### src/hw/rtl/mbsc_pkg.sv
// Shared types, widths and the row decode of the bargraph scanner.
package mbsc_pkg;

   localparam int LEVEL_W  = 8;
   localparam int INDEX_W  = 4;
   localparam int SELECT_W = 3;
   localparam int ROWS     = 20;

   typedef enum logic {
      CMD_TICK  = 1'b0,
      CMD_WRITE = 1'b1
   } cmd_type;

   // Dead-time cycle: blank, drive, blank
   typedef enum logic [2:0] {
      PHASE_LEAD  = 3'b001,
      PHASE_DRIVE = 3'b010,
      PHASE_TRAIL = 3'b100
   } phase_type;

   typedef struct packed {
      logic               en;
      logic [INDEX_W-1:0] column;
      logic [LEVEL_W-1:0] level;
   } store_wr_type;

   typedef struct packed {
      logic [SELECT_W-1:0] column_select;
      logic                low_columns_enable;
      logic [ROWS-1:0]     row_drive;
   } rsp_type;

   // Thermometer code of a level; blank above the row count
   function automatic logic [ROWS-1:0] thermometer(input logic [LEVEL_W-1:0] level);
      logic [ROWS-1:0] rows;
      rows = '0;
      for (int i = 0; i < ROWS; i++) begin
         rows[i] = (level > LEVEL_W'(i)) && (level <= LEVEL_W'(ROWS));
      end
      return rows;
   endfunction

endpackage

### src/hw/rtl/mbsc_if.sv
// Valid/ready channel interfaces for command beats and display beats.
interface mbsc_req_if;
   import mbsc_pkg::*;

   logic               valid;
   logic               ready;
   logic               command;
   logic [INDEX_W-1:0] column_index;
   logic [LEVEL_W-1:0] bar_level;

   modport source (output valid, output command, output column_index,
                   output bar_level, input ready);
   modport sink   (input valid, input command, input column_index,
                   input bar_level, output ready);
endinterface

interface mbsc_rsp_if;
   import mbsc_pkg::*;

   logic                valid;
   logic                ready;
   logic [SELECT_W-1:0] column_select;
   logic                low_columns_enable;
   logic [ROWS-1:0]     row_drive;

   modport source (output valid, output column_select, output low_columns_enable,
                   output row_drive, input ready);
   modport sink   (input valid, input column_select, input low_columns_enable,
                   input row_drive, output ready);
endinterface

### src/hw/rtl/mbsc_level_store.sv
// Per-column level registers with one write port and one read port.
module mbsc_level_store #(
   parameter int COLUMNS = 9
) (
   input  logic                                   clock,
   input  logic                                   reset,
   input  mbsc_pkg::store_wr_type                 wr,
   input  logic [$clog2(COLUMNS)-1:0]             rd_column,
   output logic [mbsc_pkg::LEVEL_W-1:0]           rd_level
);
   import mbsc_pkg::*;

   localparam int IdxW = $clog2(COLUMNS);

   logic [LEVEL_W-1:0] level_ff [COLUMNS];
   logic [LEVEL_W-1:0] level_in [COLUMNS];

   // Store the level only for a column that exists
   always_comb begin
      level_in = level_ff;
      if (wr.en && (wr.column < INDEX_W'(COLUMNS))) begin
         level_in[wr.column[IdxW-1:0]] = wr.level;
      end
   end

   always_ff @(posedge clock) begin
      if (reset) begin
         for (int i = 0; i < COLUMNS; i++) begin
            level_ff[i] <= '0;
         end
      end else begin
         level_ff <= level_in;
      end
   end

   // Read the active column
   always_comb begin
      rd_level = '0;
      if (rd_column < IdxW'(COLUMNS)) begin
         rd_level = level_ff[rd_column];
      end
   end

endmodule

### src/hw/rtl/mbsc_phase_seq.sv
// Dead-time phase sequencer, column scan and held select lines.
module mbsc_phase_seq #(
   parameter int COLUMNS = 9
) (
   input  logic                           clock,
   input  logic                           reset,
   input  logic                           tick,
   input  logic [mbsc_pkg::LEVEL_W-1:0]   level,
   output logic [$clog2(COLUMNS)-1:0]     rd_column,
   output mbsc_pkg::rsp_type              result
);
   import mbsc_pkg::*;

   localparam int ColW    = $clog2(COLUMNS);
   localparam int LowCols = 2 ** SELECT_W;

   phase_type           phase_ff, phase_in, step_phase;
   logic [ColW-1:0]     column_ff, column_in, step_column;
   logic [SELECT_W-1:0] select_ff, select_in, step_select;
   logic                enable_ff, enable_in, step_enable;
   logic [ROWS-1:0]     step_rows;

   assign rd_column = column_ff;

   // Work out one tick from the current phase
   always_comb begin
      step_phase  = phase_ff;
      step_column = column_ff;
      step_select = select_ff;
      step_enable = enable_ff;
      step_rows   = '0;
      case (phase_ff)
         PHASE_DRIVE: begin
            step_rows   = thermometer(level);
            step_column = (column_ff == ColW'(COLUMNS - 1)) ? '0 : column_ff + ColW'(1);
            step_phase  = PHASE_TRAIL;
         end
         PHASE_TRAIL: begin
            step_phase = PHASE_LEAD;
         end
         default: begin
            // Latch select lines; the top column has no low select
            if (column_ff < ColW'(LowCols)) begin
               step_enable = 1'b1;
               step_select = column_ff[SELECT_W-1:0];
            end else begin
               step_enable = 1'b0;
               step_select = '0;
            end
            step_phase = PHASE_DRIVE;
         end
      endcase
   end

   // Advance only on a tick beat
   always_comb begin
      phase_in  = tick ? step_phase  : phase_ff;
      column_in = tick ? step_column : column_ff;
      select_in = tick ? step_select : select_ff;
      enable_in = tick ? step_enable : enable_ff;
   end

   assign result.column_select      = step_select;
   assign result.low_columns_enable = step_enable;
   assign result.row_drive          = step_rows;

   always_ff @(posedge clock) begin
      if (reset) begin
         phase_ff  <= PHASE_LEAD;
         column_ff <= '0;
         select_ff <= '0;
         enable_ff <= 1'b0;
      end else begin
         phase_ff  <= phase_in;
         column_ff <= column_in;
         select_ff <= select_in;
         enable_ff <= enable_in;
      end
   end

endmodule

### src/hw/rtl/multiplexed_bargraph_scanner_core.sv
// Bargraph scanner top level: input register, sequencer, level store, output register.
//
// Usage:
//   req_chan carries command beats. command = 1 writes bar_level into the
//   column given by column_index (columns 0..8; others are dropped) and
//   yields no display beat. command = 0 is a display tick and yields
//   exactly one beat on rsp_chan with column_select, low_columns_enable and
//   row_drive for the current step of the blank / drive / blank cycle.
//   A tick accepted on req_chan is held in the input register, then moves to
//   the output register, which drives its beat on rsp_chan. Throughput: one
//   beat per cycle on either channel while rsp_chan does not stall; the phase
//   step and row decode are a single pass of logic between the registers.
//   Reset (synchronous) clears all column levels, the phase, the scan
//   column and the held select lines, and empties both registers.
//   When rsp_chan stalls, the display beat holds in the output register,
//   writes keep flowing through, and a tick waits in the input register;
//   req_chan.ready drops only while a tick is waiting there.
module multiplexed_bargraph_scanner_core #(
   parameter int COLUMNS = 9
) (
   input  logic              clock,
   input  logic              reset,
   mbsc_req_if.sink          req_chan,
   mbsc_rsp_if.source        rsp_chan
);
   import mbsc_pkg::*;

   localparam int ColW = $clog2(COLUMNS);

   logic               in_valid_ff, in_valid_in;
   logic               in_cmd_ff;
   logic [INDEX_W-1:0] in_column_ff;
   logic [LEVEL_W-1:0] in_level_ff;
   logic               rsp_valid_ff, rsp_valid_in;
   rsp_type            rsp_data_ff;

   logic               out_free;
   logic               in_fire;
   logic               tick_fire;
   logic               req_fire;
   store_wr_type       store_wr;
   logic [ColW-1:0]    rd_column;
   logic [LEVEL_W-1:0] rd_level;
   rsp_type            step_rsp;

   // Handshake: writes drain freely, ticks need a free output slot
   assign out_free  = !rsp_valid_ff || rsp_chan.ready;
   assign in_fire   = in_valid_ff && ((in_cmd_ff == CMD_WRITE) || out_free);
   assign tick_fire = in_fire && (in_cmd_ff == CMD_TICK);
   assign req_chan.ready = !in_valid_ff || in_fire;
   assign req_fire  = req_chan.valid && req_chan.ready;

   assign store_wr.en     = in_fire && (in_cmd_ff == CMD_WRITE);
   assign store_wr.column = in_column_ff;
   assign store_wr.level  = in_level_ff;

   mbsc_level_store #(.COLUMNS(COLUMNS)) u_store (
      .clock     (clock),
      .reset     (reset),
      .wr        (store_wr),
      .rd_column (rd_column),
      .rd_level  (rd_level)
   );

   mbsc_phase_seq #(.COLUMNS(COLUMNS)) u_seq (
      .clock     (clock),
      .reset     (reset),
      .tick      (tick_fire),
      .level     (rd_level),
      .rd_column (rd_column),
      .result    (step_rsp)
   );

   // Input register occupancy
   assign in_valid_in = req_fire ? 1'b1 : (in_fire ? 1'b0 : in_valid_ff);

   // Output register occupancy
   assign rsp_valid_in = tick_fire ? 1'b1 : (rsp_chan.ready ? 1'b0 : rsp_valid_ff);

   always_ff @(posedge clock) begin
      if (reset) begin
         in_valid_ff  <= 1'b0;
         rsp_valid_ff <= 1'b0;
      end else begin
         in_valid_ff  <= in_valid_in;
         rsp_valid_ff <= rsp_valid_in;
      end
   end

   // Capture payloads; no reset needed
   always_ff @(posedge clock) begin
      if (req_fire) begin
         in_cmd_ff    <= req_chan.command;
         in_column_ff <= req_chan.column_index;
         in_level_ff  <= req_chan.bar_level;
      end
      if (tick_fire) begin
         rsp_data_ff <= step_rsp;
      end
   end

   assign rsp_chan.valid              = rsp_valid_ff;
   assign rsp_chan.column_select      = rsp_data_ff.column_select;
   assign rsp_chan.low_columns_enable = rsp_data_ff.low_columns_enable;
   assign rsp_chan.row_drive          = rsp_data_ff.row_drive;

endmodule

### src/flat_wrapper.sv
// flat-port wrapper written by rule: the top's interface ports become plain ports
module multiplexed_bargraph_scanner_core_flat import mbsc_pkg::*;
#(
   parameter int COLUMNS = 9
)
  (clock, reset, req_chan_valid, req_chan_command, req_chan_column_index, req_chan_bar_level, req_chan_ready, rsp_chan_valid, rsp_chan_column_select, rsp_chan_low_columns_enable, rsp_chan_row_drive, rsp_chan_ready);
  mbsc_req_if req_chan_i ();
  mbsc_rsp_if rsp_chan_i ();
  input  logic clock;
  input  logic reset;
  input wire logic [$bits(req_chan_i.valid)-1:0] req_chan_valid;
  input wire logic [$bits(req_chan_i.command)-1:0] req_chan_command;
  input wire logic [$bits(req_chan_i.column_index)-1:0] req_chan_column_index;
  input wire logic [$bits(req_chan_i.bar_level)-1:0] req_chan_bar_level;
  output wire logic [$bits(req_chan_i.ready)-1:0] req_chan_ready;
  output wire logic [$bits(rsp_chan_i.valid)-1:0] rsp_chan_valid;
  output wire logic [$bits(rsp_chan_i.column_select)-1:0] rsp_chan_column_select;
  output wire logic [$bits(rsp_chan_i.low_columns_enable)-1:0] rsp_chan_low_columns_enable;
  output wire logic [$bits(rsp_chan_i.row_drive)-1:0] rsp_chan_row_drive;
  input wire logic [$bits(rsp_chan_i.ready)-1:0] rsp_chan_ready;
  assign req_chan_i.valid = req_chan_valid;
  assign req_chan_i.command = req_chan_command;
  assign req_chan_i.column_index = req_chan_column_index;
  assign req_chan_i.bar_level = req_chan_bar_level;
  assign req_chan_ready = req_chan_i.ready;
  assign rsp_chan_valid = rsp_chan_i.valid;
  assign rsp_chan_column_select = rsp_chan_i.column_select;
  assign rsp_chan_low_columns_enable = rsp_chan_i.low_columns_enable;
  assign rsp_chan_row_drive = rsp_chan_i.row_drive;
  assign rsp_chan_i.ready = rsp_chan_ready;
  multiplexed_bargraph_scanner_core #(.COLUMNS(COLUMNS)) u_core (.clock(clock), .reset(reset), .req_chan(req_chan_i), .rsp_chan(rsp_chan_i));
endmodule
### config.mk
export PLATFORM = sky130hd
export DESIGN_NAME = multiplexed_bargraph_scanner_core_flat
export DESIGN_NICKNAME = d
export VERILOG_FILES = /design/src/hw/rtl/mbsc_pkg.sv /design/src/hw/rtl/mbsc_if.sv /design/src/hw/rtl/mbsc_level_store.sv /design/src/hw/rtl/mbsc_phase_seq.sv /design/src/hw/rtl/multiplexed_bargraph_scanner_core.sv /design/src/flat_wrapper.sv
export SDC_FILE = /design/constraint.sdc
export NUM_CORES = 1
export LEC_CHECK = 0
export ABC_AREA = 1
export CAP_MARGIN = 10
export CORE_MARGIN = 2
export CORE_UTILIZATION = 65
export CTS_CLUSTER_DIAMETER = 150
export DETAILED_ROUTE_END_ITERATION = 6
export DONT_BUFFER_PORTS = 1
export PLACE_DENSITY = 0.89
export REMOVE_ABC_BUFFERS = 1
export SLEW_MARGIN = 30
export SYNTH_ARGS = -nofsm -noshare
export SYNTH_HDL_FRONTEND = slang
export SYNTH_SLANG_ARGS = --single-unit
export TNS_END_PERCENT = 20
### constraint.sdc
create_clock -name clock -period 5.9 [get_ports clock]
set_input_delay 0.295 -clock clock [delete_from_list [all_inputs] [get_ports clock]]
set_output_delay 0.295 -clock clock [all_outputs]
set_load 0.005 [all_outputs]
* Yosys cells after proc, flatten, opt, wreduce, memory -nomap -nowiden *
Cells that the tools add are included.
W data, S select, Z words.

storage, ports and cells
  memory bits (writable) = 0
  bits in latches = 0
  word-level logic and storage cells = 107
  bits of input ports = 17
  memories = 0
  register bits = 122
  bits in read-only memories = 0
  output and inout bits = 26

operators by class
  multipliers = 0
  muxes and demuxes = 17
  equal/unequal tests = 3
  div/mod/pow operators = 0
  add/subtract/negate cells = 1
  shift operators = 0
  bitwise logic cells = 3
  reductions and logical operators = 35
  magnitude comparators = 27

operator list
  cell                   number
  $bwmux W72             1
  $gt A8 B4 Y1 const B   8
  $bmux W8 S4            1
  $demux W8 S4           1
  $gt A8 B3 Y1 const B   4
  $gt A8 B5 Y1 const B   4
  $mux W8                4
  $logic_and A1 B1 Y1    26
  $gt A8 B1 Y1 const B   2
  $gt A8 B2 Y1 const B   2
  $lt A4 B4 Y1 const B   3
  $ge A5 B5 Y1 const B   2
  $not A4 Y5             2
  $le A8 B5 Y1 const B   1
  $mux W1                6
  $mux W3                2
  $pmux W3 S2            1
  $lt A5 B1 Y1 const B   1
  $add A4 B1 Y4 const B  1
  $eq A4 B4 Y1 const B   1
  $mux W4                1
  $reduce_bool A2 Y1     2
  $eq A3 B2 Y1 const B   1
  $eq A3 B3 Y1 const B   1
  5 further kinds        8

* Longest topological paths before layout *
Gate-level depths: netlist of the first run.

  depth in word-level cells = 7
  mapped depth = 15
  gate-level depth less buffers = 13

* Hierarchy *
From an unflattened synthesis of the first run, not the netlist that was laid out.

unflattened totals
  cell total of the unflattened synthesis = 864
  area total of the unflattened synthesis = 6142.1 um^2

modules (own cells, without submodules)
  module                             cells an instance  sequential area each (um^2)  area each (um^2)  instances
  mbsc_level_store                   654                1441.4                       4006.3            1
  multiplexed_bargraph_scanner_core  55                 1151.1                       1236.2            1
  mbsc_phase_seq                     155                220.2                        899.6             1

* Worst setup path before layout of the first run *
No wires, ideal clock.

  path kind = register to register
  start = register u_core.in_cmd_ff
  end = register u_core.u_seq.column_ff[1], in the netlist u_core.u_seq.rd_column[1]
  clock period less this slack = 2.649 ns
  arrival time = 2.530 ns
  setup time = 0.119 ns
  required time = 5.781 ns
  cell stages (with the launch flop) = 9
  setup slack = 3.251 ns
  buffers on the path = 0
  cell sequence = edfxtp_1 -> nor2_1 -> inv_1 -> nor2_1 -> inv_2 -> nor2_1 -> inv_1 -> o21ai_0 -> a21oi_1

on the way
  cells in the longest elaborated chain, start to end = 4
  elaborated cells between the ends (all ways) = 5
  classes of those cells = 1 x bitwise; 4 x reduce/logical

RTL lines
  what                           line                                     text
  from (decl)                    multiplexed_bargraph_scanner_core.sv:31  logic in_cmd_ff;
  from (signal assigned)         multiplexed_bargraph_scanner_core.sv:93  in_cmd_ff <= req_chan.command;
  $logic_or A1 B1 Y1             multiplexed_bargraph_scanner_core.sv:48  assign in_fire = in_valid_ff && ((in_cmd_ff == CMD_WRITE) || out_free);
  $logic_and A1 B1 Y1            multiplexed_bargraph_scanner_core.sv:48
  $logic_and A1 B1 Y1 *          multiplexed_bargraph_scanner_core.sv:49  assign tick_fire = in_fire && (in_cmd_ff == CMD_TICK);
  $reduce_and A2 Y1 (no line) *  --
  to (signal assigned)           mbsc_phase_seq.sv:75                     column_ff <= column_in;
  to (decl)                      mbsc_phase_seq.sv:18                     logic [ColW-1:0] column_ff, column_in, step_column;

Every way passes the cells marked *; elsewhere a longest branch is shown, timed or not.
A chain may end at the register's enable or synchronous reset.

* Worst setup path after layout of the first run *
  start = register u_core.u_seq.column_ff[1], in the netlist u_core.u_seq.rd_column[1]
  end = register u_core.rsp_data_ff (netlist bit u_core.rsp_chan.row_drive[17]), data pin

on the way
  cells in the longest elaborated chain, start to end = 7
  elaborated cells between the ends (all ways) = 9
  classes of those cells = 3 x order compare; 4 x mux; 1 x bitwise; 1 x reduce/logical

RTL lines
  what                                          line                                     text
  $not A4 Y5 (not written as such)              mbsc_level_store.sv:40                   rd_level = level_ff[rd_column];
  $bmux W8 S4                                   mbsc_level_store.sv:40
  $mux W8 (not written as such) (2 in series)   mbsc_level_store.sv:40
  $mux W8 *                                     mbsc_level_store.sv:39                   if (rd_column < IdxW'(COLUMNS)) begin
  $gt A8 B5 Y1 or $le A8 B5 Y1 (tied branches)  mbsc_pkg.sv:38                           rows[i] = (level > LEVEL_W'(i)) && (level <= LEVEL_W'(ROWS));
  $logic_and A1 B1 Y1 *                         mbsc_pkg.sv:38
  to (signal assigned)                          multiplexed_bargraph_scanner_core.sv:98  rsp_data_ff <= step_rsp;
  to (decl)                                     multiplexed_bargraph_scanner_core.sv:35  rsp_type rsp_data_ff;

Every way passes the cells marked *; elsewhere a longest branch is shown, timed or not. The select of a mux whose other input is x is not followed.

==> reports/results.ini, run 1 <==
[timing]
rsz_0062_raised_after_global_routing = no
setup-tns-final_ns = 0
finalCritPeriodShare_pct = 48.2
final_period_minus_worst_setup_slack_ns = 2.84
postLayoutSetupSlackWorst_ns = 3.06
final_max_slew_viol_count = 0
tightestPinTransition_ns = 0.888
final-setup-viol-count = 0
worst_slew_margin_rel_pct = 40.7
timing_hold_violations_final = 0
clock-skew-final_ns = 0.00676
worst_hold_slack_ns = 0.165
achievable-frequency_mhz = 352

[finish]
stdcell_area_sq_mm = 0.00625
area_delta_synth_final_pct = 12.3
fillerInstances = 531
final_nets = 723
layout_cells_sized_above_1_pct = 11.7
insertedDiodeCount = 0

[grt]
grt_max_degree = 76
vias_in_the_first_global_route = 4666
total_routing_usage_reported_by_global_routing_pct = 31.5
global_route_wire_length_before_repair_microns = 22100
global_route.overflow_total = 0
grt_antenna_before_repair = 0

[critical_path]
r2r_start = u_core.u_seq.rd_column[1]
reg2reg_to = u_core.rsp_chan.row_drive[17]
crit_arrival_ns = 3.12
critical_path.endpoint_type = flop
worstPathMaxFanout = 20
setup.worst_path.class = flop to flop
cp.required_ns = 6.18
timing.critical_path.mode_cell = nand2_1
worst_setup_path_start_kind = flop
timing.critical_path.slowest_stage_cell = dfxtp_1
ff2ff_setup_slack_ns = 3.06
cp_cell_instances = inv_4, ha_1, nand2_1, nand2_2, nand3_1, nand2_2, inv_2, nand2_1, inv_1, nand2_1, a21oi_1, nor2_2
ff2ff_path_depth = 12
crit_path_max_incr_delay_ns = 0.90

[placed_design]
postPlaceCellArea_sq_mm = 0.00554
dpl_worst_slack_ns = 3.22
dp.final_hpwl_microns = 8060
placement.io_buffers = 0
globalplace.congestion = 0.878

[pwr]
share_comb_of_total_power_pct = 3.4
p_sw_uw = 446
swShare_pct = 23.4
seqPwrFrac_pct = 46.9
vdd_ir_drop_max_uv = 293
power.clock.fraction_pct = 49.7
power.density_mw_per_mm2 = 305
p_leak_uw = 0.00247
p_int_uw = 1460

[floorplanning]
design.core.area_sq_mm = 0.00826
die_w_microns = 96.5
placementRows = 33
die_area_sq_mm = 0.00932
die_h_microns = 96.5
boundaryPins = 43
initial_core_util_pct = 67.4

[synth]
syn_area_per_cell_sq_um = 8.01
yosys_most_used_dff = dfxtp_1
register_area_share_after_synthesis_pct = 50.5
netlist_instances = 695
synth.ff_latch_count = 122
synth_cell_type_count = 32
synth_edf_count = 37
ys_async_sr_fraction_pct = 0
synth.yosys.warnings = 0
mappedNetlistArea_sq_mm = 0.00557

[drt]
detail_route.wl_per_cell_microns = 16.8
routed_wirelength_microns = 13800
drt_drc_violations_left = 0
drt-vias-per-instance = 6.00
drt_pre_antenna_iters = 7
ant_nets = 0
detailedRoute.firstIterationViolations = 449
dr_total_vias = 4932

[clocking]
clk-insertion-delay-late_ns = 0.53
clk_root_buffer_cell = clkbuf_8
clk_pin_slew_ns = 0.06
tritoncts = done
cts.path.max_buffers = 2
cts-buffers-inserted = 17
post_cts_resize_count = 0
htree_levels = 4
clock_sinks = 122

[flow_run]
maxCapViolations = 0

[hold_path]
min_to = u_core.in_cmd_ff
worstHoldStart = req_chan_valid
hp-class = input port to flop
min_delay_path_depth = 2

[outcome]
run_status = finished, final reports clean

-- cell type report --
class / count / area (sq um) / area share (%)
Inverter: 105 / 404 / 6.47
Multi-Input combinational cell: 438 / 2170 / 34.7
Timing Repair Buffer: 20 / 190 / 3.04
Clock inverter: 14 / 126 / 2.02
Tap cell: 105 / 131 / 2.10
Sequential cell: 122 / 2810 / 45.0
Clock buffer: 18 / 418 / 6.69
-- cells in the final DEF, fill, tap and decap left out, types with 16 or more instances in the layout --
cell / count
a21oi_1: 79
clkbuf_16: 16
dfxtp_1: 85
dlygate4sd3_1: 16
edfxtp_1: 37
inv_1: 94
nand2_1: 111
nand3_1: 71
nor2_1: 42
o21ai_0: 83
-- critical path, delay by kind of cell (launching register included) --
family | cells | cell delay, ns
buffers and inverters | 3 | 0.49
AND/OR/NAND/NOR | 7 | 0.71
AO/OA/AOI/OAI | 1 | 0.19
adder cells (fa/ha/maj) | 1 | 0.29
flip-flops | 1 | 0.90
-- flip-flops by register name, indices dropped and copies added, names as in the netlist --
| name | count |
|---|---|
| u_core.u_seq.enable_ff | 1 |
| u_core.rsp_chan.low_columns_enable | 1 |
| u_core.u_seq.phase_ff | 3 |
| u_core.in_valid_ff | 1 |
| u_core.in_column_ff | 4 |
| u_core.rsp_chan.column_select | 3 |
| u_core.u_seq.select_ff | 3 |
| u_core.in_cmd_ff | 1 |
| u_core.in_level_ff | 8 |
| u_core.rsp_chan.row_drive | 20 |
| u_core.u_seq.rd_column | 4 |
| u_core.u_store.level_ff | 72 |
| u_core.rsp_chan.valid | 1 |
-- cell usage after synthesis (3+ instances only) --
cell type  count  area [sq um]
clkbuf_1      17          63.8
nor3_1         6          30.0
a21oi_1       79           395
nor2_1        44           165
edfxtp_1      37          1110
nand2_1      111           417
nand3_1       71           355
nand3_2        3          30.0
nor2_2        11          68.8
buf_6          9           101
inv_2          7          26.3
nand2_2       13          81.3
o21ai_0       83           415
dfxtp_1       85          1700
inv_1         95           357
-- power by group through the flow --
stage                     sequential, uW  combinational (uW)  clock, uW
after global placement               909                48.3          0
after floorplan                      904                40.5          0
after CTS                            892                62.3        941
final                                893                64.3        946
after global routing                 894                71.5        984
after detailed placement             910                51.3          0
-- cell families (layout without fill, tap and decap cells) --
kind of cell    count (synthesis)  after routing  synth area share, %
compound gates                166            166                 15.1
fa+ha+maj                       2              2                0.450
flops                         122            122                 50.5
buf+inv                       135            157                 10.7
simple gates                  270            270                 23.2
-- metrics by stage --
| step | util (%) | power (uW) | std cells |
|---|---|---|---|
| after floorplan | - | 945 | 665 |
| after global placement | 67.1 | 957 | 774 |
| after detailed placement | 67.1 | 961 | 774 |
| after CTS | 75.7 | 1900 | 822 |
| after global routing | 75.7 | 1950 | 822 |
| final | 75.7 | 1900 | 822 |
-- worst max-delay path by stage --
stage                              start                            end  slack (ns)  cells past startpoint
2_1_floorplan  u_core.u_seq.rd_column[0]   u_core.rsp_chan.row_drive[6]        3.22                     13
3_3_place_gp   u_core.u_seq.rd_column[1]   u_core.rsp_chan.row_drive[6]        3.30                     12
3_5_place_dp   u_core.u_seq.rd_column[1]   u_core.rsp_chan.row_drive[6]        3.22                     12
4_1_cts        u_core.u_seq.rd_column[1]  u_core.rsp_chan.row_drive[17]        3.11                     12
5_1_grt        u_core.u_seq.rd_column[1]   u_core.rsp_chan.row_drive[4]        2.88                     13
6_report       u_core.u_seq.rd_column[1]  u_core.rsp_chan.row_drive[17]        3.06                     12
-- per-layer routing --
metal	track usage [%]	vias to the layer above	wire, microns
li1	-	2284	-
met2	52.7	317	6740
met1	36.3	2251	5210
met3	8.84	80	1160
met4	17.6	0	718
met5	0	-	0
-- repair_timing --
| action | 4_1_cts | 5_1_grt |
|---|---|---|
| setup buffers | 0 | 0 |
| hold endpoints to repair | 23 | 0 |
| hold buffers | 16 | 0 |
(Power assumes the default switching activity.)
==> run 2, diff against run 1 <==
- ABC_AREA: 1 -> 0
- CORE_UTILIZATION: 65 -> 63
- PLACE_DENSITY: 0.89 -> 0.87
- clock period: 5.9 -> 3 ns (I/O delays scaled with it)
==> run 2 against run 1 <==
Power grew 100%. Via count fell by 22%. Combinational power increased by 44%. Critical path depth is 4 lower. Die area is 0.56% lower. Highest routed layer unchanged. Critical endpoint unchanged. Final area shrank 0.80%. Synthesized area is 3.6% lower. Largest cell class unchanged. Clock power rose by 110%.
==> reports/results.ini, run 2 <==
[outcome]
run_status = finished, final reports clean

[finish]
fillerInstances = 504
layout_common_cells = nor2_1 (100), mux2i_1 (86), dfxtp_1 (84)
storage_element_area_sq_mm = 0.00281
multi_input_comb_area_sq_mm = 0.00231
final_nets = 531
largest_register = u_core.u_store.level_ff
largest_reg_flops = 72
insertedDiodeCount = 0
layout_cells_sized_above_1_pct = 13.7
final_common_cell = nor2_1
area_delta_synth_final_pct = 15.6

[clocking]
clk_root_buffer_cell = clkbuf_8
clk_pin_slew_ns = 0.06
cts-buffers-inserted = 17
cts.path.max_buffers = 2
tritoncts = done
clk-insertion-delay-late_ns = 0.52
cts_post_setup_buffers_inserted = 0
clock_sinks = 122
htree_levels = 4

[pwr]
power_uw = 3820
p_leak_uw = 0.00242
power.density_mw_per_mm2 = 616
vdd_ir_drop_max_uv = 497

[critical_path]
ff2ff_path_depth = 8
reg2reg_to = u_core.rsp_chan.row_drive[17]
setup.worst_path.class = flop to flop
setup.worst_path.start = u_core.u_seq.rd_column[0]
critical_path.endpoint_type = flop
setup.worst_path.end = u_core.rsp_chan.row_drive[17]
crit_arrival_ns = 3.15
worstPathMaxFanout = 19
r2r_start = u_core.u_seq.rd_column[0]
worst_setup_path_start_kind = flop
cp.required_ns = 3.33
ff2ff_setup_slack_ns = 0.18

[grt]
grt_antenna_before_repair = 0
grt_max_degree = 86
global_route.overflow_total = 0
vias_in_the_first_global_route = 3818
total_routing_usage_reported_by_global_routing_pct = 28.1
global_route_wire_length_before_repair_microns = 19400

[drt]
drt-vias-per-instance = 6.13
drt_pre_antenna_iters = 5
routed_wirelength_microns = 11900
detailedRoute.firstIterationViolations = 299
drt_drc_violations_left = 0
ant_nets = 0
detail_route.wl_per_cell_microns = 18.9
dr_total_vias = 3865

[synth]
post_synth_most_frequent_cells = nor2_1 (100), mux2i_1 (86), dfxtp_1 (85), edfxtp_1 (37), nand2_1 (18)
synth.yosys.warnings = 0
yosys_most_used_dff = dfxtp_1
register_area_share_after_synthesis_pct = 52.4
post-synth-top-area-fraction_pct = 31.7
synth_cell_type_count = 53
synthMostInstantiatedCell = nor2_1
synth.ff_latch_count = 122
yosys-top-cells-area = dfxtp_1 (32%), edfxtp_1 (21%), mux2i_1 (16%)
synth.largest_area_cell = dfxtp_1
ys_async_sr_fraction_pct = 0
syn_area_per_cell_sq_um = 10.8
synth_edf_count = 37
netlist_instances = 496
mappedNetlistArea_sq_mm = 0.00536

[timing]
rsz_0062_raised_after_global_routing = no
final_max_slew_viol_count = 0
final_period_minus_worst_setup_slack_ns = 2.82
clock-skew-final_ns = 0.0113
tightestPinTransition_ns = 0.822
final-setup-viol-count = 0
worst_slew_margin_rel_pct = 45.2
finalCritPeriodShare_pct = 93.9
worst_hold_slack_ns = 0.0683
timing_hold_violations_final = 0
achievable-frequency_mhz = 355

[floorplanning]
placementRows = 33
die_w_microns = 96.3
die_area_sq_mm = 0.00927
die_h_microns = 96.3
initial_core_util_pct = 65.3
design.core.area_sq_mm = 0.00822
boundaryPins = 43

[placed_design]
globalplace.congestion = 0.925
dp.final_hpwl_microns = 7110
placement.io_buffers = 0

[flow_run]
maxCapViolations = 0

[hold_path]
hp-class = input port to flop

## run 2: changes by cell type after synthesis, sizes merged, moves of 6 or more
cell / change
nand2: -109
nor2: +43
nand3: -68
inv: -93
a221oi: +6
buf: +6
mux2i: +86
mux4: +7
o21ai: -73
nand2b: +12
a21oi: -63
nor2b: +8
nor3: +8
a211oi: +11
## run 2: report_power, final
| part | switching [uW] | internal (uW) |
|---|---|---|
| logic | 54.5 | 38.2 |
| clock network | 691 | 1280 |
| registers | 29.7 | 1720 |
## run 2: stage by stage
| stage | util (%) | TNS [ns] | setup WS, ns | instances | cell area, sq um |
|---|---|---|---|---|---|
| after floorplan | - | -3.15 | -0.191 | 461 | 5160 |
| after global placement | 65.9 | 0 | 0.155 | 581 | 5410 |
| after detailed placement | 65.9 | 0 | 0.0588 | 581 | 5420 |
| after CTS | 75.3 | 0 | 0.0108 | 630 | 6190 |
| after global routing | 75.5 | 0 | 0.0213 | 630 | 6200 |
| final | 75.5 | 0 | 0.182 | 630 | 6200 |
## run 2: routing by layer
layer  track usage [%]  part of all wire, %  up-vias
li1                  -                    -     1793
met1              34.1                   42     1882
met2              48.6                   52      171
met3              6.66                  5.1       19
met4              10.4                  1.5        0
met5                 0                    0        -
## run 2: what timing repair did
item                                    CTS  global route
endpoints found under the setup margin    0            19
hold buffers                             17             0
resized for setup                         0             2
endpoints found under the hold margin    98             0
## run 2: cell type report
cell class                 count  share of cell area, %
clock inverter                 6                  0.928
sequential                   122                   45.4
timing repair buffer          32                   5.04
tap                          105                   2.12
multi-input combinational    328                   37.3
inverter                      11                  0.666
clock buffer                  26                   8.56
## run 2: cells by family after synthesis
family	after synthesis	synth area share [%]
compound gates	56	8.05
fa+ha+maj	2	0.467
flops	122	52.4
buf+inv	46	4.62
mux	94	19.3
simple gates	176	15.1
## run 2: worst min path at each step
stage,cells past startpoint,start,slack [ns],to
CTS,1,req_chan_valid,0.06,u_core.in_level_ff[7]
global route,1,req_chan_valid,0.07,u_core.in_level_ff[7]
detailed placement,1,reset,0.23,u_core.u_seq.select_ff[1]
finish,1,req_chan_valid,0.07,u_core.in_level_ff[7]
floorplan,1,reset,0.22,u_core.rsp_chan.valid
global placement,1,reset,0.23,u_core.rsp_chan.valid
## run 2: critical path, stage by stage, from the launching register on
cell,delay (ns)
dfxtp_2,0.46
buf_12,0.16
mux4_2,0.51
nand2b_1,0.17
a22o_1,0.30
nor2_1,0.24
inv_1,0.11
o221a_4,0.37
nor3_1,0.28
==> run 3, diff against run 2 <==
- GPL_TIMING_DRIVEN: not set -> 0
==> run 3 against run 2 <==
Register-to-register slack got worse by 0.08 ns. Clock skew decreased by 0.0060 ns. Wire length rose by 2.0%. Clock power shrank 9%. Critical path depth down 1. Via count is 1.2% higher. Highest routed layer unchanged.
==> reports/results.ini, run 3 (synthesis results as in run 2) <==
[outcome]
run_status = finished, final reports clean

[floorplanning]
die_w_microns = 96.3
boundaryPins = 43
design.core.area_sq_mm = 0.00822
initial_core_util_pct = 65.3
die_h_microns = 96.3
placementRows = 33
die_area_sq_mm = 0.00927

[finish]
final_nets = 532
insertedDiodeCount = 0
largest_register = u_core.u_store.level_ff
final_common_cell = nor2_1
largest_reg_flops = 72
layout_common_cells = nor2_1 (98), mux2i_1 (86), dfxtp_1 (81)
layout_cells_sized_above_1_pct = 15.2
area_delta_synth_final_pct = 15.6

[pwr]
vdd_ir_drop_max_uv = 451
power.density_mw_per_mm2 = 587
p_leak_uw = 0.00240

[timing]
final_max_slew_viol_count = 0
postLayoutSetupSlackWorst_ns = 0.102
finalCritPeriodShare_pct = 96.6
achievable-frequency_mhz = 345
clock-skew-final_ns = 0.00530
timing_hold_violations_final = 0
worst_hold_slack_ns = 0.0834
final-setup-viol-count = 0
tightestPinTransition_ns = 0.973
final_period_minus_worst_setup_slack_ns = 2.90
worst_slew_margin_rel_pct = 34.8

[placed_design]
dp.final_hpwl_microns = 6640
dpl_worst_slack_ns = -0.749
placement.io_buffers = 0
globalplace.congestion = 0.871

[clocking]
clk_root_buffer_cell = clkbuf_8
cts.path.max_buffers = 2
cts-buffers-inserted = 17
htree_levels = 4
tritoncts = done
clk-insertion-delay-late_ns = 0.51
clock_sinks = 122
clk_pin_slew_ns = 0.06

[grt]
total_routing_usage_reported_by_global_routing_pct = 27.1
grt_antenna_before_repair = 0
global_route_wire_length_before_repair_microns = 18600
grt_max_degree = 86
global_route.overflow_total = 0
vias_in_the_first_global_route = 3776

[drt]
routed_wirelength_microns = 12200
detail_route.wl_per_cell_microns = 19.3
detailedRoute.firstIterationViolations = 296
dr_total_vias = 3910
drt_pre_antenna_iters = 5
ant_nets = 0
drt_drc_violations_left = 0
drt-vias-per-instance = 6.20

[flow_run]
maxCapViolations = 0

[critical_path]
setup.worst_path.class = flop to flop
critical_path.endpoint_type = flop
worstPathMaxFanout = 12
worst_setup_path_start_kind = flop
cp.required_ns = 3.22
crit_arrival_ns = 3.12

[hold_path]
hp-class = input port to flop

run 3: per-layer routing:
layer | vias up | global-route usage, % | wire length (microns)
li1 | 1788 | - | -
met1 | 1910 | 32.4 | 4920
met2 | 186 | 46.4 | 6350
met3 | 26 | 8.07 | 704
met4 | 0 | 9.52 | 182
met5 | - | 0 | 0
run 3: critical path: stages, from the launching register on:
cell,delay (ns)
dfxtp_4,0.48
mux4_2,0.51
or2_0,0.21
a32o_1,0.28
o21a_1,0.32
or2_4,0.34
nor2_1,0.32
a211oi_2,0.14
run 3: worst paths after layout:
| check | from | cells past startpoint | slack [ns] | endpoint |
|---|---|---|---|---|
| hold / removal | req_chan_valid | 1 | 0.08 | u_core.in_cmd_ff |
| setup / recovery | u_core.u_seq.rd_column[1] | 7 | 0.10 | u_core.rsp_chan.row_drive[5] |
| setup reg to reg | u_core.u_seq.rd_column[1] | 7 | 0.10 | u_core.rsp_chan.row_drive[5] |
| hold reg to reg | u_core.u_seq.select_ff[0] | 2 | 0.47 | u_core.u_seq.select_ff[0] |
run 3: final cells by class:
type	count	area [sq um]
Timing Repair Buffer	33	330
Tap cell	105	131
Clock buffer	23	447
Inverter	11	41.3
Multi-Input combinational cell	328	2350
Sequential cell	122	2820
Fill cell	490	2020
Clock inverter	9	75.1
run 3: where the power goes:
| part | switching (uW) | total [uW] | leakage (uW) | internal (uW) |
|---|---|---|---|---|
| logic | 55.5 | 93.7 | 0.00110 | 38.1 |
| registers | 28.9 | 1750 | 0.00105 | 1720 |
| clock network | 684 | 1790 | 0.000255 | 1110 |
run 3: metrics by stage:
step / power [uW] / utilization (%) / cell area [sq um] / TNS [ns] / std cells
final: 3640 / 75.4 / 6200 / 0 / 631
after global routing: 3750 / 75.4 / 6200 / -0.0160 / 631
after CTS: 3650 / 74.2 / 6100 / -0.00111 / 622
after detailed placement: 1840 / 64.4 / 5290 / -12.99 / 566
after global placement: 1830 / 64.4 / 5290 / -18.50 / 566
after floorplan: 1820 / - / 5160 / -3.15 / 461
run 3: timing repair:
item	in CTS	in global routing
hold buffers	18	0
setup endpoints to repair	20	19
resized for setup	10	2
hold endpoints to repair	98	0
pin swaps	0	2
setup buffers	6	9
